$ cat src/rtl/lchpg_pkg.sv
// ----------------------------------------------------------------------------
// lchpg_pkg
// shared types, codes and the divider step for the hsv pattern generator
// ----------------------------------------------------------------------------
package lchpg_pkg;

    localparam int PIXEL_COUNT = 32;

    localparam int PARAM_W = 27;
    localparam int INDEX_W = 16;
    localparam int ROW_W   = 5;
    localparam int BYTE_W  = 8;

    // stages inside one waveform unit: 4 remainder, 1 setup, 4 quotient, 1 result
    localparam int CHUNK_W  = 4;
    localparam int MOD_STG  = INDEX_W / CHUNK_W;
    localparam int DIV_STG  = INDEX_W / CHUNK_W;
    localparam int WAVE_LAT = MOD_STG + 1 + DIV_STG + 1;

    // waveform kinds
    localparam logic [2:0] WAVE_CONST = 3'd0;
    localparam logic [2:0] WAVE_RAMP  = 3'd1;
    localparam logic [2:0] WAVE_TRI   = 3'd2;
    localparam logic [2:0] WAVE_PULSE = 3'd3;

    // register indexes
    localparam logic [2:0] REG_X_HUE   = 3'd0;
    localparam logic [2:0] REG_X_SAT   = 3'd1;
    localparam logic [2:0] REG_X_VAL   = 3'd2;
    localparam logic [2:0] REG_Y_HUE   = 3'd3;
    localparam logic [2:0] REG_Y_SAT   = 3'd4;
    localparam logic [2:0] REG_Y_VAL   = 3'd5;
    localparam logic [2:0] REG_DEFAULT = 3'd6;
    localparam logic [2:0] REG_BLOCK   = 3'd7;

    typedef struct packed {
        logic [7:0] upper;
        logic [7:0] lower;
        logic [7:0] range;
        logic [2:0] kind;
    } wave_param_t;

    typedef struct packed {
        logic [7:0] rem;
        logic [3:0] q;
    } chunk_t;

    // four restoring division steps, dividend bits msb first
    function automatic chunk_t div_chunk(input logic [7:0] rem_in, input logic [3:0] bits,
                                         input logic [7:0] den);
        chunk_t     res;
        logic [8:0] r;
        r     = {1'b0, rem_in};
        res.q = '0;
        for (int i = 3; i >= 0; i--)
        begin
            r = {r[7:0], bits[i]};
            if (r >= {1'b0, den})
            begin
                r        = r - {1'b0, den};
                res.q[i] = 1'b1;
            end
        end
        res.rem = r[7:0];
        return res;
    endfunction

endpackage

$ cat src/rtl/lchpg_wave.sv
// ----------------------------------------------------------------------------
// lchpg_wave
// pipelined waveform unit: phase by remainder, then scaled by a quotient
// ----------------------------------------------------------------------------
module lchpg_wave (
    input  logic                     clk,
    input  logic                     en,
    input  logic [15:0]              t,
    input  lchpg_pkg::wave_param_t   prm,
    input  logic [7:0]               dflt,
    output logic [7:0]               wave
);
    import lchpg_pkg::*;

    // remainder stages
    logic [7:0]  mrem_reg [MOD_STG];
    logic [15:0] mdvd_reg [MOD_STG-1];
    chunk_t      mres     [MOD_STG];

    always_comb
    begin
        mres[0] = div_chunk(8'd0, t[15:12], prm.range);
        for (int s = 1; s < MOD_STG; s++)
            mres[s] = div_chunk(mrem_reg[s-1], mdvd_reg[s-1][15:12], prm.range);
    end

    always_ff @(posedge clk)
    begin
        if (en)
        begin
            for (int s = 0; s < MOD_STG; s++)
                mrem_reg[s] <= mres[s].rem;
            mdvd_reg[0] <= {t[11:0], 4'b0};
            for (int s = 1; s < MOD_STG - 1; s++)
                mdvd_reg[s] <= {mdvd_reg[s-1][11:0], 4'b0};
        end
    end

    // setup: numerator and divisor per kind
    logic [7:0]  p, h, span, adiff, d;
    logic [15:0] num_next, num_reg;
    logic [7:0]  den_next, den_reg;
    logic        ge, ge_reg;

    always_comb
    begin
        p     = (prm.range != 8'd0) ? mrem_reg[MOD_STG-1] : 8'd0;
        h     = prm.range >> 1;
        span  = (p > h) ? (p - h) : (h - p);
        adiff = (prm.upper < prm.lower) ? (prm.lower - prm.upper) : (prm.upper - prm.lower);
        d     = prm.upper - prm.lower;
        ge    = (p >= prm.upper);
        num_next = '0;
        den_next = 8'd1;
        case (prm.kind)
            WAVE_RAMP:
            begin
                num_next = p * adiff;
                den_next = prm.range;
            end
            WAVE_TRI:
            begin
                num_next = span * d;
                den_next = h;
            end
            WAVE_PULSE:
            begin
                num_next = {5'b0, p - prm.upper, 3'b0};
                den_next = prm.range;
            end
            default:
            begin
                num_next = '0;
                den_next = 8'd1;
            end
        endcase
    end

    always_ff @(posedge clk)
    begin
        if (en)
        begin
            num_reg <= num_next;
            den_reg <= den_next;
            ge_reg  <= ge;
        end
    end

    // quotient stages
    logic [7:0]  drem_reg [DIV_STG];
    logic [15:0] dnum_reg [DIV_STG-1];
    logic [15:0] q_reg    [DIV_STG];
    logic [7:0]  dden_reg [DIV_STG];
    logic        dge_reg  [DIV_STG];
    chunk_t      dres     [DIV_STG];

    always_comb
    begin
        dres[0] = div_chunk(8'd0, num_reg[15:12], den_reg);
        for (int s = 1; s < DIV_STG; s++)
            dres[s] = div_chunk(drem_reg[s-1], dnum_reg[s-1][15:12], dden_reg[s-1]);
    end

    always_ff @(posedge clk)
    begin
        if (en)
        begin
            drem_reg[0] <= dres[0].rem;
            q_reg[0]    <= {12'b0, dres[0].q};
            dden_reg[0] <= den_reg;
            dge_reg[0]  <= ge_reg;
            dnum_reg[0] <= {num_reg[11:0], 4'b0};
            for (int s = 1; s < DIV_STG; s++)
            begin
                drem_reg[s] <= dres[s].rem;
                q_reg[s]    <= {q_reg[s-1][11:0], dres[s].q};
                dden_reg[s] <= dden_reg[s-1];
                dge_reg[s]  <= dge_reg[s-1];
            end
            for (int s = 1; s < DIV_STG - 1; s++)
                dnum_reg[s] <= {dnum_reg[s-1][11:0], 4'b0};
        end
    end

    // result
    logic [15:0] q;
    logic [16:0] tri_sum;
    logic [7:0]  wave_next, wave_reg;

    always_comb
    begin
        q       = q_reg[DIV_STG-1];
        tri_sum = {9'b0, prm.lower} + {1'b0, q};
        case (prm.kind)
            WAVE_CONST: wave_next = prm.upper;
            WAVE_RAMP:
            begin
                if (prm.range == 8'd0)
                    wave_next = prm.lower;
                else if (prm.upper < prm.lower)
                    wave_next = prm.lower - q[7:0];
                else
                    wave_next = prm.lower + q[7:0];
            end
            WAVE_TRI:
            begin
                if (prm.range < 8'd2)
                    wave_next = prm.lower;
                else if (tri_sum > 17'd255)
                    wave_next = 8'hff;
                else
                    wave_next = tri_sum[7:0];
            end
            WAVE_PULSE:
            begin
                if (prm.range == 8'd0 || !dge_reg[DIV_STG-1])
                    wave_next = 8'hff;
                else if (q >= 16'd8)
                    wave_next = 8'h00;
                else
                    wave_next = 8'hff >> q[2:0];
            end
            default: wave_next = dflt;
        endcase
    end

    always_ff @(posedge clk)
    begin
        if (en)
            wave_reg <= wave_next;
    end

    assign wave = wave_reg;

endmodule

$ cat config.mk
export PLATFORM = sky130hd
export DESIGN_NAME = lchpg_wave
export DESIGN_NICKNAME = d
export VERILOG_FILES = /design/src/rtl/lchpg_pkg.sv /design/src/rtl/lchpg_wave.sv
export SDC_FILE = /design/constraint.sdc
export NUM_CORES = 1
export LEC_CHECK = 0
export BUFFER_PORTS_ARGS = -buffer_cell sky130_fd_sc_hd__buf_4
export CAP_MARGIN = 20
export CORE_ASPECT_RATIO = 1.4
export CORE_MARGIN = 3
export CORE_UTILIZATION = 60
export CTS_BUF_LIST = sky130_fd_sc_hd__clkbuf_4
export DETAILED_ROUTE_END_ITERATION = 16
export PLACE_DENSITY_LB_ADDON = 0.08
export SYNTH_ARGS = -nofsm -noshare
export SYNTH_HDL_FRONTEND = slang
export SYNTH_SLANG_ARGS = --single-unit
export TNS_END_PERCENT = 5
$ cat constraint.sdc
create_clock -name clk -period 13 [get_ports clk]
set_input_delay 2.6 -clock clk [delete_from_list [all_inputs] [get_ports clk]]
set_output_delay 2.6 -clock clk [all_outputs]
set_load 0.01 [all_outputs]
# == Word-level counts from Yosys, hierarchy flattened ==
# Memory sizes are Yosys's and may differ from the RTL's.
# Cells that the tools add are included.
# totals
reg_bits,33
ramBits,236
output_inout_bits,8
wordCells,163
mem_count,7
# memory_table
name,words,word_bits,read_ports,rd_ports_with_merged_regs,write_ports,line,text
q_reg,4,16,4,0,4,lchpg_wave.sv:92,logic [15:0] q_reg [DIV_STG];
dnum_reg,3,12,3,0,3,lchpg_wave.sv:91,logic [15:0] dnum_reg [DIV_STG-1];
mdvd_reg,3,12,3,0,3,lchpg_wave.sv:17,logic [15:0] mdvd_reg [MOD_STG-1];
dden_reg,4,8,3,0,4,lchpg_wave.sv:93,logic [7:0] dden_reg [DIV_STG];
drem_reg,4,8,3,0,4,lchpg_wave.sv:90,logic [7:0] drem_reg [DIV_STG];
mrem_reg,4,8,4,0,4,lchpg_wave.sv:16,logic [7:0] mrem_reg [MOD_STG];
1 more memories,n/a,n/a,n/a,n/a,n/a,n/a,
# classes
add_sub_neg,40
mul,2
magnitude_cmp,38
eq_ne,3
n_shift,1
muxes,62
n_reduce_logical,6
# op_table
cell,count
8-bit 2-to-1 mux,41
8-bit subtractor,34
9-bit by 8-bit greater-or-equal comparator with 1-bit output,30
16-bit case mux with 3 select lines,1
8-bit by 8-bit multiplier with 16-bit output,2
8-bit case mux with 4 select lines,1
1-bit 2-to-1 mux,18
8-bit by 16-bit adder with 17-bit output,1
"17-bit by 8-bit greater-than comparator with 1-bit output, second input constant",1
1-bit by 8-bit greater-or-equal comparator with 1-bit output,2
"16-bit by 4-bit greater-or-equal comparator with 1-bit output, second input constant",1
8-bit case mux with 2 select lines,1
1-bit by 8-bit subtractor with 8-bit output,2
8-bit adder,1
8-bit greater-or-equal comparator,1
8-bit by 7-bit greater-than comparator with 1-bit output,1
8-bit logical NOT,1
"8-bit by 2-bit < comparator with 1-bit output, second input constant",1
8-bit < comparator,1
8-bit nonzero test,1
"8-bit by 3-bit >> shifter with 8-bit output, first input constant",1
7-bit by 8-bit subtractor with 8-bit output,1
8-bit by 7-bit subtractor with 8-bit output,1
"3-bit by 2-bit == test with 1-bit output, second input constant",2
5 further kinds,5

# == Longest topological paths before layout ==
# An unclocked memory read counts as a cell.
# depth
depth_word,9
mapped_depth,42
mapped_depth_nobuf,40

# == Worst setup path before layout ==
# OpenSTA, ideal clock, no wires.
# synth_timing
path_type,input-to-reg
startpoint,input prm[4] (netlist bit)
endpoint,memory mrem_reg[1][1] (data pin)
t_arrival_ps,10435
required_ps,12740
slack_ps,2305
path_stages,36
path_buffers,1
cell_sequence,inv_1 ha_1 nor2b_1 o31a_1 nor4_2 o211ai_2 o21ai_0 inv_1 ha_1 nor2b_1 o31ai_1 a21oi_1 o31ai_1 o211ai_2 o21ai_0 inv_1 ha_1 nor2b_1 o21ai_0 a21boi_0 o21ai_0 a21oi_1 o21a_1 a211o_1 buf_4 mux2i_1 ha_1 nor2b_1 o21ai_0 a21boi_0 o21ai_0 a21oi_1 o21a_1 nor3_1 mux2_4 mux2_2
# synth_rtl
element,line,text
from (decl),lchpg_wave.sv:9,"input lchpg_pkg::wave_param_t prm,"
to (decl),lchpg_wave.sv:16,

==> flow_summary.ini <==
[route]
ant_nets = 0
drtIter0Drc = 1122
routedWlPerCell_um = 19.2
vias = 21600
routed_via_density = 6.09
first_pass_iters = 6
wl_mm = 68.2
drcViolationCount = 0

[hold_path]
hold_path_class = flip-flop to flip-flop

[clock_network]
insertion_delay_ps = 730
cts_tree = done
clk_path_buf_depth = 3
clk_pin_slew_ps = 60
post-cts-setup-buffers = 0
cts_resized = 0
root_buffer = clkbuf_4
ctsHoldBuffers = 0
cts_sinks = 205
cts_made_buffers = 54
cts_htree_levels = 2

[run_status]
status = finished clean

[final_layout]
multiInputGateArea_um2 = 18600
fill_cells = 3539
nets = 3490
syn2layout_area_growth_pct = 7.04
regArea_um2 = 6160
final_layout_size_suffix_gt1_frac = 0.107
final_design_area_no_fill_um2 = 28000
largest_reg_flops = 40

[synth]
synthFlopType = edfxtp_1
yosysMostFrequentCell = ha_1
synth-simple-area-share = 0.150
synthMuxAreaShare = 0.0727
synthXorXnorAreaFrac = 0.0691
netlist.area_leader.share = 0.236
syn-mean-instance-area_um2 = 9.13
synth_common_cells = ha_1 (371), inv_1 (317), nor2_1 (238)
synth_compound_area_frac = 0.161
ys_seq_area_frac = 0.236
synthAdderAreaFrac = 0.260
syn_area_um2 = 26100
ys_async_sr_fraction = 0
synth_top_family_by_area = adder cells
synth_nets = 3394
syn-instance-count = 2862
yosys.area.top_type = edfxtp_1
yosys-top-cells-area = edfxtp_1 (24%), ha_1 (18%), fa_1 (8.3%), xnor2_1 (4.7%), mux2_2 (4.6%)
ys_seq_elements = 205
synth-edff-count = 205
synth-warning-count = 0
synth_cell_types = 95

[placed_design]
dp_slack_ps = 1060
gp_congestion = 0.934
hpwl_mm = 54.4
placed_area_um2 = 27200
io_buffers = 60

[flow_run]
drv_cap = 0

[timing]
setup_ws_ps = 1780
report.final.slew_viol_count = 0
slew_headroom = 0.322
finalCritPeriodShare = 0.863
finClkSkew_ps = 41.1
worst_hold_slack_ps = 409
fmax_ghz = 0.0891
tns_ps = 0
tightest_slew_ps = 1020
fin_crit_ps = 11220
grt_setup_unrepaired = false
final-setup-viol-count = 0
hold_violations = 0

[worst_setup_path]
cp_common_cell = o21ai_0
crit_end = mrem_reg[1][1]
r2r-end = drem_reg[1][6]
required_ps = 13460
rr_worst_depth = 36
worstPathArrival_ps = 11680
crit_slowest_cell = o21ai_0
cp_max_fo = 10
cpPeakStageDelay_ps = 490
crit-reg2reg-launch = dden_reg[0][1]
crit_type = input pin to flip-flop
startpoint_type = input pin
critPathLaunch = prm[7]
rrSetupSlack_ps = 3020
end_kind = flip-flop

[die]
start_util = 0.614
die_y_um = 253
dieWidth_um = 182
ios = 61
placementRows = 89
die-area_um2 = 46100
coreArea_um2 = 42500

[global_route]
overflow = 0
grt_max_degree = 81
grt_usage = 0.296
antenna_found_initial = 1
grt_pass1_wl_mm = 111
grt_pass1_vias = 22600
-- layout by cell type, fill, tap and decap left out, drive strengths merged, types with 7 or more instances in the layout --
master,n
or3,12
o21bai,27
clkinv,22
or2,14
a221oi,8
and3,12
mux2,116
o22ai,10
a21o,66
o41ai,7
o21a,31
a21boi,21
inv,319
xnor2,141
nand3,37
fa,108
a31oi,19
nand4,35
ha,371
buf,73
nor2,238
o211ai,14
o21ai,166
xor2,65
nor3,46
nor2b,85
nand2b,43
a21oi,165
edfxtp,205
o221ai,15
o31ai,13
and2,32
nand2,219
clkbuf,72
mux2i,54
a211oi,13
-- worst min path at each step --
stage | startpoint | endpoint | slack [ps] | depth (start not counted)
after detailed placement | dnum_reg[0][7] | dnum_reg[0][23] | 400 | 0
after global routing | dnum_reg[0][2] | dnum_reg[0][18] | 420 | 0
after CTS | q_reg[1][7] | q_reg[2][11] | 390 | 0
after global placement | mdvd_reg[0][7] | mdvd_reg[0][23] | 400 | 0
after floorplan | ge_reg | dge_reg[0] | 400 | 0
final | q_reg[1][7] | q_reg[2][11] | 410 | 0
-- cell type report --
| cell class | instances | area share |
|---|---|---|
| Multi-Input combinational cell | 2303 | 0.666 |
| Clock buffer | 71 | 0.0191 |
| Antenna cell | 1 | 0.0000895 |
| Timing Repair Buffer | 74 | 0.0201 |
| Tap cell | 546 | 0.0244 |
| Inverter | 320 | 0.0430 |
| Clock inverter | 26 | 0.00689 |
| Sequential cell | 205 | 0.220 |
-- worst max-delay path, delay by kind of cell --
| kind | cells | cell delay, ps |
|---|---|---|
| AOI/OAI and AO/OA | 18 | 4720 |
| adders and majority gates | 4 | 1240 |
| buffers and inverters | 5 | 1010 |
| muxes | 3 | 980 |
| and+or+nand+nor | 8 | 1130 |
-- stage by stage --
stage,util,std cells
5_1_grt,0.657,3546
2_1_floorplan,-,2862
4_1_cts,0.657,3545
6_report,0.657,3546
3_3_place_gp,0.640,3448
3_5_place_dp,0.640,3448
-- routing by layer --
metal	share of wire	global-route usage	vias to the layer above
met3	0.038	0.0312	243
met5	0	0	-
met1	0.37	0.313	10300
met4	0.062	0.171	0
met2	0.53	0.564	582
li1	-	-	10400
-- kinds of logic after synthesis --
kind of cell	count (synthesis)
simple gates	809
buf+inv	354
xor+xnor	206
flops	205
fa+ha+maj	479
mux	170
compound gates	639
Power is not shown: default switching activity piles up to over one toggle a cycle in this logic, so the estimate is an artifact.
